**src/smfc_pkg.sv**
```systemverilog
package smfc_pkg;

   localparam int CSR_INDEX_W = 3;
   localparam int CSR_DATA_W  = 7;

   localparam logic [CSR_INDEX_W-1:0] REG_IMAGE_HEIGHT  = 3'd0;
   localparam logic [CSR_INDEX_W-1:0] REG_IMAGE_WIDTH   = 3'd1;
   localparam logic [CSR_INDEX_W-1:0] REG_CHANNELS      = 3'd2;
   localparam logic [CSR_INDEX_W-1:0] REG_KERNEL_HEIGHT = 3'd3;
   localparam logic [CSR_INDEX_W-1:0] REG_KERNEL_WIDTH  = 3'd4;
   localparam logic [CSR_INDEX_W-1:0] REG_STRIDE_ROW    = 3'd5;
   localparam logic [CSR_INDEX_W-1:0] REG_STRIDE_COL    = 3'd6;
   localparam logic [CSR_INDEX_W-1:0] REG_NUM_FILTERS   = 3'd7;

   localparam logic [1:0] REQ_LOAD_IMAGE  = 2'd0;
   localparam logic [1:0] REQ_LOAD_KERNEL = 2'd1;
   localparam logic [1:0] REQ_COMPUTE     = 2'd2;

   localparam int MAX_STRIDE = 8;
   localparam int SUM_W      = 40;

   typedef struct packed {
      logic [1:0]         req_type;
      logic [13:0]        store_address;
      logic signed [15:0] sample_value;
      logic [5:0]         out_row;
      logic [5:0]         out_col;
      logic [2:0]         filter_index;
   } smfc_req_type;

   typedef struct packed {
      logic signed [SUM_W-1:0] conv_sum;
      logic                    request_bad;
   } smfc_rsp_type;

   typedef enum logic [1:0] {
      OP_LOAD_IMAGE,
      OP_LOAD_KERNEL,
      OP_COMPUTE,
      OP_BAD
   } smfc_op_type;

   typedef struct packed {
      smfc_op_type        op;
      logic [13:0]        addr;
      logic signed [15:0] sample;
      logic [5:0]         out_row;
      logic [5:0]         out_col;
      logic [2:0]         filt;
   } smfc_cmd_type;

   // clamped configuration
   typedef struct packed {
      logic [6:0] ih;
      logic [6:0] iw;
      logic [2:0] ch;
      logic [3:0] kh;
      logic [3:0] kw;
      logic [3:0] sr;
      logic [3:0] sc;
      logic [3:0] nf;
   } smfc_cfg_type;

   typedef enum logic [2:0] {
      ST_IDLE,
      ST_SETUP1,
      ST_SETUP2,
      ST_SETUP3,
      ST_RUN,
      ST_DRAIN,
      ST_FINISH
   } smfc_state_type;

endpackage

```
**src/smfc_front.sv**
```systemverilog
module smfc_front #(
   parameter int MAX_IMAGE_SIDE  = 64,
   parameter int MAX_CHANNELS    = 4,
   parameter int MAX_KERNEL_SIDE = 8,
   parameter int MAX_FILTERS     = 8
) (
   input  logic                                     clock,
   input  logic                                     reset,
   input  logic                                     csr_write_enable,
   input  logic [smfc_pkg::CSR_INDEX_W-1:0]         csr_index,
   input  logic [smfc_pkg::CSR_DATA_W-1:0]          csr_data,
   input  logic                                     req_valid,
   input  smfc_pkg::smfc_req_type                   req_payload,
   input  logic                                     q_full,
   output logic                                     q_push,
   output smfc_pkg::smfc_cmd_type                   q_cmd,
   output smfc_pkg::smfc_cfg_type                   cfg
);
   import smfc_pkg::*;

   localparam int IMG_DEPTH = MAX_IMAGE_SIDE * MAX_IMAGE_SIDE * MAX_CHANNELS;
   localparam int KER_DEPTH = MAX_FILTERS * MAX_KERNEL_SIDE * MAX_KERNEL_SIDE * MAX_CHANNELS;

   logic [6:0] ih_ff, iw_ff;
   logic [2:0] ch_ff;
   logic [3:0] kh_ff, kw_ff, sr_ff, sc_ff, nf_ff;

   always_ff @(posedge clock) begin
      if (reset) begin
         ih_ff <= 7'd64;
         iw_ff <= 7'd64;
         ch_ff <= 3'd1;
         kh_ff <= 4'd3;
         kw_ff <= 4'd3;
         sr_ff <= 4'd1;
         sc_ff <= 4'd1;
         nf_ff <= 4'd1;
      end else if (csr_write_enable) begin
         unique case (csr_index)
            REG_IMAGE_HEIGHT:  ih_ff <= csr_data;
            REG_IMAGE_WIDTH:   iw_ff <= csr_data;
            REG_CHANNELS:      ch_ff <= csr_data[2:0];
            REG_KERNEL_HEIGHT: kh_ff <= csr_data[3:0];
            REG_KERNEL_WIDTH:  kw_ff <= csr_data[3:0];
            REG_STRIDE_ROW:    sr_ff <= csr_data[3:0];
            REG_STRIDE_COL:    sc_ff <= csr_data[3:0];
            REG_NUM_FILTERS:   nf_ff <= csr_data[3:0];
            default: ;
         endcase
      end
   end

   // zero reads as one, anything above the maximum as the maximum
   always_comb begin
      cfg.ih = (ih_ff == '0) ? 7'd1 : (32'(ih_ff) > MAX_IMAGE_SIDE) ? 7'(MAX_IMAGE_SIDE) : ih_ff;
      cfg.iw = (iw_ff == '0) ? 7'd1 : (32'(iw_ff) > MAX_IMAGE_SIDE) ? 7'(MAX_IMAGE_SIDE) : iw_ff;
      cfg.ch = (ch_ff == '0) ? 3'd1 : (32'(ch_ff) > MAX_CHANNELS) ? 3'(MAX_CHANNELS) : ch_ff;
      cfg.kh = (kh_ff == '0) ? 4'd1 :
               (32'(kh_ff) > MAX_KERNEL_SIDE) ? 4'(MAX_KERNEL_SIDE) : kh_ff;
      cfg.kw = (kw_ff == '0) ? 4'd1 :
               (32'(kw_ff) > MAX_KERNEL_SIDE) ? 4'(MAX_KERNEL_SIDE) : kw_ff;
      cfg.sr = (sr_ff == '0) ? 4'd1 : (32'(sr_ff) > MAX_STRIDE) ? 4'(MAX_STRIDE) : sr_ff;
      cfg.sc = (sc_ff == '0) ? 4'd1 : (32'(sc_ff) > MAX_STRIDE) ? 4'(MAX_STRIDE) : sc_ff;
      cfg.nf = (nf_ff == '0) ? 4'd1 : (32'(nf_ff) > MAX_FILTERS) ? 4'(MAX_FILTERS) : nf_ff;
   end

   logic [9:0] row_start, col_start;
   logic       bad;
   logic       keep;

   // out_row < 1 + (ih-1)/sr holds exactly when out_row*sr < ih
   assign row_start = 10'(req_payload.out_row) * 10'(cfg.sr);
   assign col_start = 10'(req_payload.out_col) * 10'(cfg.sc);
   assign bad = (row_start >= 10'(cfg.ih)) || (col_start >= 10'(cfg.iw)) ||
                ({1'b0, req_payload.filter_index} >= cfg.nf);

   always_comb begin
      q_cmd.addr    = req_payload.store_address;
      q_cmd.sample  = req_payload.sample_value;
      q_cmd.out_row = req_payload.out_row;
      q_cmd.out_col = req_payload.out_col;
      q_cmd.filt    = req_payload.filter_index;
      q_cmd.op      = OP_BAD;
      keep          = 1'b0;
      priority case (req_payload.req_type)
         REQ_LOAD_IMAGE: begin
            q_cmd.op = OP_LOAD_IMAGE;
            keep     = 32'(req_payload.store_address) < IMG_DEPTH;
         end
         REQ_LOAD_KERNEL: begin
            q_cmd.op = OP_LOAD_KERNEL;
            keep     = 32'(req_payload.store_address) < KER_DEPTH;
         end
         REQ_COMPUTE: begin
            q_cmd.op = bad ? OP_BAD : OP_COMPUTE;
            keep     = 1'b1;
         end
         default: ;
      endcase
   end

   assign q_push = req_valid && !q_full && keep;

endmodule

```
**config.mk**
```make
export PLATFORM = sky130hd
export DESIGN_NAME = smfc_front
export DESIGN_NICKNAME = d
export VERILOG_FILES = /design/src/smfc_pkg.sv /design/src/smfc_front.sv
export SDC_FILE = /design/constraint.sdc
export NUM_CORES = 1
export LEC_CHECK = 0
export BUFFER_PORTS_ARGS = -buffer_cell sky130_fd_sc_hd__buf_2
export CORE_MARGIN = 1
export CORE_UTILIZATION = 45
export DETAILED_ROUTE_END_ITERATION = 7
export GPL_TIMING_DRIVEN = 0
export PLACE_DENSITY = 0.78
export SYNTH_ARGS = -nofsm -noshare
export SYNTH_HDL_FRONTEND = slang
export SYNTH_SLANG_ARGS = --single-unit
```
**constraint.sdc**
```tcl
create_clock -name clock -period 8.3 [get_ports clock]
set_input_delay 2.49 -clock clock [delete_from_list [all_inputs] [get_ports clock]]
set_output_delay 2.49 -clock clock [all_outputs]
set_load 0.01 [all_outputs]
```
==> flow_summary_export.csv <==
group,metric,value,unit
sta,min_period,8.70,ns
synth,synth_nets,579,
global_route,grt_util_all_layers,20.6,%
sta,fmax,115,MHz
cts,cts_max_level,2,
pwr,powerDensity,103,mW/mm^2
detailed_routing,drtPass1Iterations,5,
cells_and_area,finalNonFillerCells,683,
worst_setup_path,arrival,6.21,ns
floorplan,num_rows,32,
placement,place_ws,-0.477,ns
placement,numPortBuffers,114,
placement,place_congestion,0.915,
synth,ys.flop_type,"dfxtp_1",
synth,synth_cell_types,46,
sta,slew_violations,0,
sta,hold_viol,0,
min_path,holdPathStages,1,
floorplan,core,0.00785,sq mm
cts,clockBufferDepth,2,
synth,synth_area,0.00372,sq mm
global_route,grt_max_degree,12,
worst_setup_path,reg2regPathDepth,3,
pwr,leakage,2.45,nW
cts,cts_buffers,5,
worst_setup_path,max_stage_delay,0.55,ns
placement,dp_cells,674,
worst_setup_path,path_max_fanout,5,
worst_setup_path,path_cells,"buf_2 > and2_4 > fa_1 > inv_1 > fa_1 > inv_2 > ha_4 > a21oi_4 > nor2b_1 > nor3_1 > nor2_1 > ha_1 > or3_1 > a221oi_2 > o311ai_1 > nor4_2 > nand4_1 > o32a_1 > buf_2",
cells_and_area,seqCellArea,741,sq um
worst_setup_path,critPathLaunchType,"input pin",
sta,fin_hold_ws,0.476,ns
cells_and_area,drive_gt1_share,32.2,%
sta,worst_slack,-0.404,ns
sta,tightest_slew,0.710,ns
synth,synthCells,458,
sta,rsz0062_at_grt,"true",
synth,synth_area_per_cell,8.12,sq um
global_route,antenna_found_initial,0,
pwr,comb_power_share,27.1,%
floorplan,die-area,0.00864,sq mm
sta,finalSetupViolations,1,
global_route,grt_pass1_vias,3217,
detailed_routing,via_count,3437,
global_route,grt_pass1_wl,14200,microns
detailed_routing,ant_nets,0,
sta,post-route-period-util,105,%
cts,insertion_delay,0.28,ns
flow_run,max_cap_viol_count,0,
cells_and_area,nNetsFinal,701,
floorplan,chipHeight,92.9,microns
run_status,failed_checks,"negative setup slack",
synth,ys_seq_area_share,19.9,%
sta,finClkSkew,0,ns
floorplan,ios,147,
cts,path_clk_slew,0.07,ns
detailed_routing,wire_per_inst,13.0,microns
cts,cts_hold_buffers,0,
synth,synth_edf_count,0,
pwr,seqPwrFrac,39.1,%
pwr,p_sw_share,27.8,%
pwr,total_power,474,uW
cells_and_area,area_growth,24.2,%
sta,relSlewSlack,52.4,%
worst_setup_path,crit_path_end_kind,"output pin",
pwr,p_clk_share,33.8,%
cells_and_area,antenna_cells,0,
sta,setup-tns-final,-0.404,ns
synth,async_reset_ff_share,0,%
placement,hpwl,7270,microns
worst_setup_path,slowest_stage,"fa_1",
global_route,grt-ovfl-total,0,
synth,synth-seq-cells,37,
cts,ctsRootBufferMaster,"clkbuf_8",
worst_setup_path,cp.required,5.81,ns
worst_setup_path,critPathKind,"input pin to output pin",
pwr,p_int,342,uW
min_path,hold_class,"flop to flop",
cells_and_area,fill_cells,725,
pwr,switchingPower,132,uW
run_status,status,"finished, violations left",
cells_and_area,multi_input_area,0.00250,sq mm
cts,tritoncts,"done",
floorplan,die_w,92.9,microns
detailed_routing,drc,0,
pwr,ir_drop,0.108,mV
synth,ys_warn_count,0,
detailed_routing,via_per_inst,5.03,
cts,cts.sink_count,37,
detailed_routing,drtIter0Drc,117,
floorplan,floorplan.initialDensity,47.4,%
detailed_routing,wl,8860,microns
==> per-layer routing <==
metal | GRT usage (%) | wire [microns] | vias to the layer above | part of all wire (%)
met5 | 0 | 0 | - | 0
met4 | 6.67 | 136 | 0 | 1.5
met3 | 2.63 | 549 | 12 | 6.2
met2 | 37.8 | 4430 | 124 | 50
met1 | 24.6 | 3740 | 1582 | 42
li1 | - | - | 1719 | -
==> state kept, by name, indices dropped and copies added, names as in the netlist <==
signal / cells
ch_ff: 3
ih_ff: 7
iw_ff: 7
kh_ff: 4
kw_ff: 4
nf_ff: 4
sc_ff: 4
sr_ff: 4
==> worst max-delay path, delay by kind of cell <==
| kind | cells | cell delay (ns) |
|---|---|---|
| fa+ha+maj | 4 | 1.52 |
| simple gates | 7 | 1.05 |
| buf+inv | 4 | 0.38 |
| compound gates | 4 | 0.77 |
==> placed cells by master (no fill, tap or decap), drive strengths merged, types with 16 or more instances in the layout <==
master / n
inv: 39
mux2i: 24
clkbuf: 25
nand2: 36
buf: 162
ha: 43
fa: 16
nor2: 60
and2: 36
dfxtp: 37
==> final cells by class <==
class,count,area share (%)
multi-input cells,317,54.0
flip-flops and latches,37,16.0
clock inverters,1,0.650
repair buffers,115,12.5
inverters,39,3.17
well taps,102,2.76
plain buffers,65,8.99
clock buffers,7,1.87
==> worst paths after layout <==
check	from	end	slack, ns
min reg2reg	kh_ff[0]$_SDFFE_PP1P_	kh_ff[0]$_SDFFE_PP1P_	0.48
max reg2reg	sr_ff[3]$_SDFFE_PP0P_	sr_ff[3]$_SDFFE_PP0P_	7.23
max	req_payload[10]	q_cmd[45]	-0.40
min	kh_ff[0]$_SDFFE_PP1P_	kh_ff[0]$_SDFFE_PP1P_	0.48
==> timing repair <==
item | 4_1_cts | 5_1_grt
pin swaps | 2 | 1
endpoints found under the setup margin | 1 | 1
buffers inserted | 1 | 0
resized for setup | 9 | 0
==> power groups by stage <==
stage / clock (mW) / sequential, mW / combinational, mW
floorplan: 0 / 0.188 / 0.0840
global placement: 0 / 0.189 / 0.122
detailed placement: 0 / 0.189 / 0.126
CTS: 0.162 / 0.185 / 0.129
global route: 0.170 / 0.186 / 0.143
finish: 0.160 / 0.185 / 0.128
==> kinds of logic after synthesis <==
family / count (synthesis) / synth area share (%)
AND/OR/NAND/NOR: 174 / 23.4
buffers and inverters: 104 / 15.1
adder cells (fa/ha/maj): 59 / 23.1
AO/OA/AOI/OAI: 53 / 10.5
flip-flops: 37 / 19.9
multiplexers: 24 / 6.46
XOR/XNOR: 7 / 1.65
==> cell usage after synthesis, types with 7 or more instances <==
| library cell | number | area share, % |
|---|---|---|
| fa_1 | 16 | 8.6 |
| nor2_1 | 60 | 6.1 |
| nand2b_1 | 7 | 1.2 |
| dfxtp_1 | 37 | 20 |
| buf_4 | 45 | 9.1 |
| nor2b_1 | 13 | 2.2 |
| and2_1 | 36 | 6.1 |
| mux2i_1 | 24 | 6.5 |
| nand2_1 | 36 | 3.6 |
| inv_1 | 39 | 3.9 |
| ha_1 | 43 | 14 |
| clkbuf_1 | 18 | 1.8 |
| a21oi_1 | 13 | 1.7 |
==> per-stage QoR <==
| stage | util, % | instance area, sq um |
|---|---|---|
| floorplan | - | 3760 |
| global placement | 56.8 | 4460 |
| detailed placement | 56.8 | 4460 |
| CTS | 58.9 | 4620 |
| global route | 58.9 | 4620 |
| finish | 58.9 | 4620 |
Power figures use the tool's default switching activity.
