[src/smfc_pkg.sv]
package smfc_pkg;

   localparam int CSR_INDEX_W = 3;
   localparam int CSR_DATA_W  = 7;

   localparam logic [CSR_INDEX_W-1:0] REG_IMAGE_HEIGHT  = 3'd0;
   localparam logic [CSR_INDEX_W-1:0] REG_IMAGE_WIDTH   = 3'd1;
   localparam logic [CSR_INDEX_W-1:0] REG_CHANNELS      = 3'd2;
   localparam logic [CSR_INDEX_W-1:0] REG_KERNEL_HEIGHT = 3'd3;
   localparam logic [CSR_INDEX_W-1:0] REG_KERNEL_WIDTH  = 3'd4;
   localparam logic [CSR_INDEX_W-1:0] REG_STRIDE_ROW    = 3'd5;
   localparam logic [CSR_INDEX_W-1:0] REG_STRIDE_COL    = 3'd6;
   localparam logic [CSR_INDEX_W-1:0] REG_NUM_FILTERS   = 3'd7;

   localparam logic [1:0] REQ_LOAD_IMAGE  = 2'd0;
   localparam logic [1:0] REQ_LOAD_KERNEL = 2'd1;
   localparam logic [1:0] REQ_COMPUTE     = 2'd2;

   localparam int MAX_STRIDE = 8;
   localparam int SUM_W      = 40;

   typedef struct packed {
      logic [1:0]         req_type;
      logic [13:0]        store_address;
      logic signed [15:0] sample_value;
      logic [5:0]         out_row;
      logic [5:0]         out_col;
      logic [2:0]         filter_index;
   } smfc_req_type;

   typedef struct packed {
      logic signed [SUM_W-1:0] conv_sum;
      logic                    request_bad;
   } smfc_rsp_type;

   typedef enum logic [1:0] {
      OP_LOAD_IMAGE,
      OP_LOAD_KERNEL,
      OP_COMPUTE,
      OP_BAD
   } smfc_op_type;

   typedef struct packed {
      smfc_op_type        op;
      logic [13:0]        addr;
      logic signed [15:0] sample;
      logic [5:0]         out_row;
      logic [5:0]         out_col;
      logic [2:0]         filt;
   } smfc_cmd_type;

   // clamped configuration
   typedef struct packed {
      logic [6:0] ih;
      logic [6:0] iw;
      logic [2:0] ch;
      logic [3:0] kh;
      logic [3:0] kw;
      logic [3:0] sr;
      logic [3:0] sc;
      logic [3:0] nf;
   } smfc_cfg_type;

   typedef enum logic [2:0] {
      ST_IDLE,
      ST_SETUP1,
      ST_SETUP2,
      ST_SETUP3,
      ST_RUN,
      ST_DRAIN,
      ST_FINISH
   } smfc_state_type;

endpackage

[src/smfc_queue.sv]
module smfc_queue (
   input  logic                   clock,
   input  logic                   reset,
   input  logic                   push,
   input  smfc_pkg::smfc_cmd_type push_cmd,
   output logic                   full,
   output logic                   pop_valid,
   input  logic                   pop,
   output smfc_pkg::smfc_cmd_type pop_cmd
);
   import smfc_pkg::*;

   localparam int DEPTH = 4;

   smfc_cmd_type entry_ff [DEPTH];
   logic [1:0] wr_ptr_ff, rd_ptr_ff;
   logic [2:0] count_ff;

   assign full      = (count_ff == 3'(DEPTH));
   assign pop_valid = (count_ff != '0);
   assign pop_cmd   = entry_ff[rd_ptr_ff];

   always_ff @(posedge clock) begin
      if (push) begin
         entry_ff[wr_ptr_ff] <= push_cmd;
      end
   end

   always_ff @(posedge clock) begin
      if (reset) begin
         wr_ptr_ff <= '0;
         rd_ptr_ff <= '0;
         count_ff  <= '0;
      end else begin
         if (push) begin
            wr_ptr_ff <= wr_ptr_ff + 2'd1;
         end
         if (pop) begin
            rd_ptr_ff <= rd_ptr_ff + 2'd1;
         end
         count_ff <= count_ff + 3'(push) - 3'(pop);
      end
   end

endmodule

[config.mk]
export PLATFORM = sky130hd
export DESIGN_NAME = smfc_queue
export DESIGN_NICKNAME = d
export VERILOG_FILES = /design/src/smfc_pkg.sv /design/src/smfc_queue.sv
export SDC_FILE = /design/constraint.sdc
export NUM_CORES = 1
export LEC_CHECK = 0
export BUFFER_PORTS_ARGS = -buffer_cell sky130_fd_sc_hd__clkbuf_2
export CELL_PAD_IN_SITES_DETAIL_PLACEMENT = 0
export CELL_PAD_IN_SITES_GLOBAL_PLACEMENT = 2
export CORE_MARGIN = 2
export CORE_UTILIZATION = 46
export DETAILED_ROUTE_END_ITERATION = 16
export GPL_ROUTABILITY_DRIVEN = 1
export PLACE_DENSITY_LB_ADDON = 0.1
export SKIP_CTS_REPAIR_TIMING = 1
export SLEW_MARGIN = 25
export SYNTH_ARGS = -nofsm -noshare
export SYNTH_HDL_FRONTEND = slang
export SYNTH_SLANG_ARGS = --single-unit
export TNS_END_PERCENT = 10
[constraint.sdc]
create_clock -name clock -period 3.5 [get_ports clock]
set_input_delay 0.175 -clock clock [delete_from_list [all_inputs] [get_ports clock]]
set_output_delay 0.175 -clock clock [all_outputs]
set_load 0.05 [all_outputs]
==> impl_metrics.py, run 1 <==
metrics = {
    "route": {
        "wl_per_cell_um": 18.8,
        "num_vias": 3420,
        "drtAntennaViolNets": 0,
        "remaining_drc_errors": 0,
        "wl_mm": 12.7,
        "detailedRoute.firstIterationViolations": 242,
        "drt_via_density": 5.07,
        "drtPass1Iterations": 5,
    },
    "timing": {
        "clock.fmax_mhz": 420,
        "final_max_slew_viol_count": 0,
        "hold_viol": 0,
        "finClkSkew_ps": 9.26,
        "fin_crit_ps": 2380,
        "slew-limit-headroom": 0.504,
        "rsz_0062_raised_after_global_routing": "no",
        "setup_total_negative_slack_ps": 0,
        "max_slew.worst_pin.slew_ps": 744,
        "finalSetupViolCount": 0,
        "layout_worst_path_cycle_share": 0.680,
    },
    "synth": {
        "post_synth_instance_area_um2": 7250,
        "post_synth_num_cell_types": 22,
        "synthDominantAreaCellType": "edfxtp_1",
        "synth_top_flop_cell": "edfxtp_1",
        "synth.top_cell.area_share": 0.779,
        "postSynthCellCount": 287,
        "ys_top_cells_by_area": "edfxtp_1 (78%), mux4_2 (15%), dfxtp_1 (2.5%), ha_1 (1.0%), buf_12 (0.83%)",
        "syn_nets": 345,
        "synth_edf_count": 188,
        "syn_area_per_cell_um2": 25.3,
        "total_of_flip_flops_plus_latches_after_synthesis": 197,
        "async_flop_share": 0,
        "yosysWarningCount": 0,
        "synth-seq-area-share": 0.804,
    },
    "clocking": {
        "htree_levels": 4,
        "root_driver": "clkbuf_16",
        "clockBufferDepth": 2,
        "cts_tree": "yes",
        "cts.sink_count": 197,
        "cts_buffers": 17,
        "clock_insertion_delay_worst_skew_ps": 420,
        "cts.clk_slew.worst_paths_ps": 60,
    },
    "layout": {
        "num_antenna_cells": 0,
        "syn2layout_area_growth_pct": 24.1,
        "drive_gt1_frac": 0.405,
        "finalCoreUtilization": 0.587,
        "layout.nets": 510,
    },
    "setup_path": {
        "critPathLaunchType": "flop",
        "crit-reg2reg-launch": "wr_ptr_ff[0]",
        "required_ps": 3320,
        "timing_worst_setup_path_type": "flop to output port",
        "timing.critical_path.arrival_ps": 2200,
        "crit_path_max_fanout": 28,
        "sort_of_element_at_the_end_of_the_critical_path": "output port",
    },
    "grt": {
        "grt_pass1_wl_mm": 19.2,
        "first_global_vias": 3439,
        "track_usage": 0.161,
        "antenna_found_initial": 0,
        "grt-ovfl-total": 0,
        "maximum_number_of_pins_on_one_net_before_global_route_repair": 29,
    },
    "placed_design": {
        "place_congestion": 0.682,
        "place.detailed.hpwl_mm": 7.69,
        "port_buffers": 99,
    },
    "floorplanning": {
        "top_level_ports": 100,
        "chipHeight_um": 130,
        "num_rows": 45,
        "die-area_um2": 16800,
        "die-width_um": 130,
        "start_util": 0.473,
        "floorplan.core_area_um2": 15300,
    },
    "run": {
        "max_cap_viol_count": 0,
    },
    "power": {
        "static-leakage-power_nw": 3.11,
        "powerDensity_nw_per_um2": 591,
        "ir_drop_mv": 0.376,
    },
    "worst_hold_path": {
        "min_from": "push_cmd[15]",
        "hold_path_class": "input port to flop",
    },
    "outcome": {
        "outcome": "completed",
    },
}
==> cell families after synthesis <==
family | after synthesis | synth area share
AOI/OAI and AO/OA | 2 | 0.00207
xor gates and xnor gates | 3 | 0.00570
adders and majority gates | 7 | 0.0131
buffers and inverters | 16 | 0.0173
DFF | 197 | 0.804
muxes | 48 | 0.147
and+or+nand+nor | 14 | 0.0105
==> report_power, final <==
group	leakage (nW)	internal, mW	total (mW)	switching [mW]
clock	0.246	0.965	1.74	0.779
sequential	1.80	2.71	2.76	0.0486
combinational	1.06	0.278	0.815	0.536
==> worst max-delay path, cell delays in order (launching register included) <==
cell	delay, ps
dfxtp_4	630
buf_12	320
mux4_2	570
clkbuf_2	260
==> synthesized netlist by cell type, drive strengths merged (2+ instances only) <==
master and count:
and2 4, edfxtp 188, xnor2 2, buf 9, dfxtp 9, ha 6
mux4 47, inv 6, nor2 5, nor2b 2
==> metal layers <==
layer  vias to the layer above  track usage  wire [um]
li1                       1538            -          -
met1                      1782        0.212       5630
met2                        86        0.255       6260
met3                        14       0.0475        630
met4                         0       0.0645        167
met5                         -            0          0
==> cell type report <==
class,count,area [um2]
Clock buffer,20,437
Fill cell,1172,6320
Sequential cell,197,5830
Clock inverter,11,86.3
Tap cell,211,264
Inverter,6,22.5
Timing Repair Buffer,156,1050
Multi-Input combinational cell,74,1300
==> through the flow <==
step / instances / setup slack (ps) / power (mW) / area (um2) / hold slack (ps)
after global routing: 675 / 954 / 5.52 / 8990 / 6.40
after detailed placement: 598 / 1480 / 3.60 / 8010 / 397
after global placement: 598 / 1490 / 3.59 / 8010 / 389
after CTS: 629 / 1030 / 5.33 / 8530 / -54.2
final: 675 / 1120 / 5.31 / 8990 / 12.6
after floorplan: 287 / 1420 / 3.39 / 7250 / 247
==> state kept, by name (all words and copies together), names as in the netlist, named ones only <==
| name | count |
|---|---|
| count_ff | 3 |
| entry_ff | 188 |
| rd_ptr_ff | 2 |
| wr_ptr_ff | 2 |
==> worst paths after layout <==
path                endpoint  slack, ps  cells past startpoint
max               pop_cmd[3]       1120                      3
min          entry_ff[3][15]         10                      1
max reg2reg  entry_ff[2][23]       1640                      4
min reg2reg             flop        550                      2
==> cells in the final DEF, fill, tap and decap left out, drive strengths merged, types with 2 or more instances in the layout <==
master,netlist,final
and2,4,4
buf,9,11
clkbuf,1,119
clkinv,0,6
clkinvlp,0,3
dfxtp,9,9
dlygate4sd3,0,46
edfxtp,188,188
ha,6,6
inv,6,7
mux4,47,47
nor2,5,5
nor2b,2,2
xnor2,2,2
No activity file was read; power rests on OpenSTA's default activity.
==> run 2, diff against run 1 <==
--- a/config.mk
+++ b/config.mk
@@ -9,7 +9,7 @@
 export CELL_PAD_IN_SITES_DETAIL_PLACEMENT = 0
 export CELL_PAD_IN_SITES_GLOBAL_PLACEMENT = 2
 export CORE_MARGIN = 2
-export CORE_UTILIZATION = 46
+export CORE_UTILIZATION = 40
 export DETAILED_ROUTE_END_ITERATION = 16
 export GPL_ROUTABILITY_DRIVEN = 1
 export PLACE_DENSITY_LB_ADDON = 0.1
==> constraint.sdc (replaced) <==
create_clock -name clock -period 1.91 [get_ports clock]
set_input_delay 0.0955 -clock clock [delete_from_list [all_inputs] [get_ports clock]]
set_output_delay 0.0955 -clock clock [all_outputs]
set_load 0.05 [all_outputs]
==> impl_metrics.py, run 2 (synthesis gave the netlist of run 1 again) <==
metrics = {
    "outcome": {
        "outcome": "finished, violations left",
        "violations": "hold timing",
    },
    "setup_path": {
        "timing_worst_setup_path_type": "flop to output port",
        "required_ps": 1810,
        "critPathLaunchType": "flop",
        "timing.critical_path.arrival_ps": 1810,
        "sort_of_element_at_the_end_of_the_critical_path": "output port",
        "crit_path_max_fanout": 8,
    },
    "floorplanning": {
        "die-area_um2": 19200,
        "chipHeight_um": 139,
        "top_level_ports": 100,
        "floorplan.core_area_um2": 17800,
        "num_rows": 49,
        "start_util": 0.406,
        "die-width_um": 139,
    },
    "placed_design": {
        "place.detailed.hpwl_mm": 7.74,
        "place_congestion": 0.683,
        "place_inst": 619,
        "dpl-instance-area_um2": 8150,
        "port_buffers": 99,
    },
    "timing": {
        "final_max_slew_viol_count": 0,
        "finalSetupViolCount": 0,
        "rsz_0062_raised_after_global_routing": "yes",
        "fin_crit_ps": 1900,
        "layout_worst_path_cycle_share": 0.997,
        "clock.fmax_mhz": 525,
        "whs_ps": -0.0123,
        "hold_viol": 1,
        "setup_total_negative_slack_ps": 0,
        "max_slew.worst_pin.slew_ps": 313,
        "slew-limit-headroom": 0.792,
        "finClkSkew_ps": 8.08,
    },
    "route": {
        "drtPass1Iterations": 4,
        "num_vias": 3470,
        "drtAntennaViolNets": 0,
        "wl_per_cell_um": 18.7,
        "detailedRoute.firstIterationViolations": 172,
        "wl_mm": 13.3,
        "remaining_drc_errors": 0,
        "drt_via_density": 4.89,
    },
    "layout": {
        "finalCoreUtilization": 0.538,
        "final_design_area_no_fill_um2": 9600,
        "max_flop_register": "entry_ff",
        "fill_cells": 1412,
        "mostFrequentLayoutCell": "edfxtp_1",
        "num_antenna_cells": 0,
        "drive_gt1_frac": 0.426,
        "max_ffs_per_register": 188,
        "layout.nets": 527,
        "syn2layout_area_growth_pct": 32.5,
        "reg_top3": "entry_ff (188), count_ff (3)",
        "post_layout_nonfiller_instances": 710,
        "layout.cells.most_common_list": "edfxtp_1 (188), clkbuf_2 (58), dlygate4sd3_1 (48)",
    },
    "grt": {
        "grt-ovfl-total": 0,
        "maximum_number_of_pins_on_one_net_before_global_route_repair": 34,
        "antenna_found_initial": 0,
        "grt_pass1_wl_mm": 19.9,
        "first_global_vias": 3474,
        "track_usage": 0.139,
    },
    "power": {
        "power.clock.fraction": 0.332,
        "power.switching_fraction": 0.253,
        "ir_drop_mv": 0.615,
        "comb_power_share": 0.177,
        "power.net_switching_mw": 2.59,
        "static-leakage-power_nw": 3.34,
        "powerDensity_nw_per_um2": 1070,
        "cell_internal_pwr_mw": 7.64,
        "seq_power_share": 0.491,
    },
    "clocking": {
        "clockBufferDepth": 2,
        "clock_insertion_delay_worst_skew_ps": 420,
        "htree_levels": 4,
        "cts.sink_count": 197,
        "cts_tree": "yes",
        "cts_buffers": 17,
        "root_driver": "clkbuf_16",
        "cts.clk_slew.worst_paths_ps": 70,
    },
    "worst_hold_path": {
        "hold_path_class": "input port to flop",
    },
    "run": {
        "max_cap_viol_count": 0,
    },
}
==> run 2: cell types whose count changed in the layout (fill, tap and decap cells not counted), sizes merged <==
cell and delta:
clkinvlp -2, buf +52, clkinv +2, dlygate4sd3 +2, clkbuf -38, bufinv +1
==> run 2: power by group through the flow <==
stage | Combinational, mW | Clock (mW) | Sequential (mW)
detailed placement | 1.50 | 0 | 5.13
finish | 1.81 | 3.40 | 5.03
global route | 1.92 | 3.67 | 5.04
global placement | 1.50 | 0 | 5.12
CTS | 1.51 | 3.51 | 5.03
floorplan | 1.12 | 0 | 5.10
==> run 2: worst max-delay path, cell delays in order (launching register included) <==
cell,delay [ps]
dfxtp_4,390
buf_6,130
clkbuf_16,170
mux4_2,530
buf_8,170
==> run 2: final timing paths <==
path	startpoint	slack [ps]	endpoint	cells after the start
setup / recovery	flop	6	pop_cmd[43]	4
hold / removal	pop	-0.01	flop	3
setup reg to reg	count_ff[0]	180	count_ff[2]	7
hold reg to reg	rd_ptr_ff[1]	530	flop	2
==> run 2: stage by stage <==
stage / hold WS (ps) / worst slack [ps] / total power, mW
final: -0.0123 / 5.83 / 10.2
after global routing: 12.2 / -66.5 / 10.6
after CTS: -134 / -133 / 10.0
after detailed placement: 315 / 181 / 6.63
after global placement: 311 / 205 / 6.62
after floorplan: 167 / -166 / 6.22
==> run 2: layout make-up <==
type,instances,area [um2],area share
Inverter,6,22.5,0.00235
Clock inverter,12,131,0.0137
Tap cell,229,287,0.0298
Multi-Input combinational cell,74,1300,0.136
Clock buffer,19,433,0.0451
Timing Repair Buffer,173,1590,0.166
Sequential cell,197,5830,0.608
==> run 2: metal layers <==
layer  track usage  vias to the layer above  wire, um
li1              -                     1579         -
met1         0.176                     1810      5960
met2         0.231                       69      6720
met3        0.0421                       12       445
met4        0.0499                        0       167
met5             0                        -         0
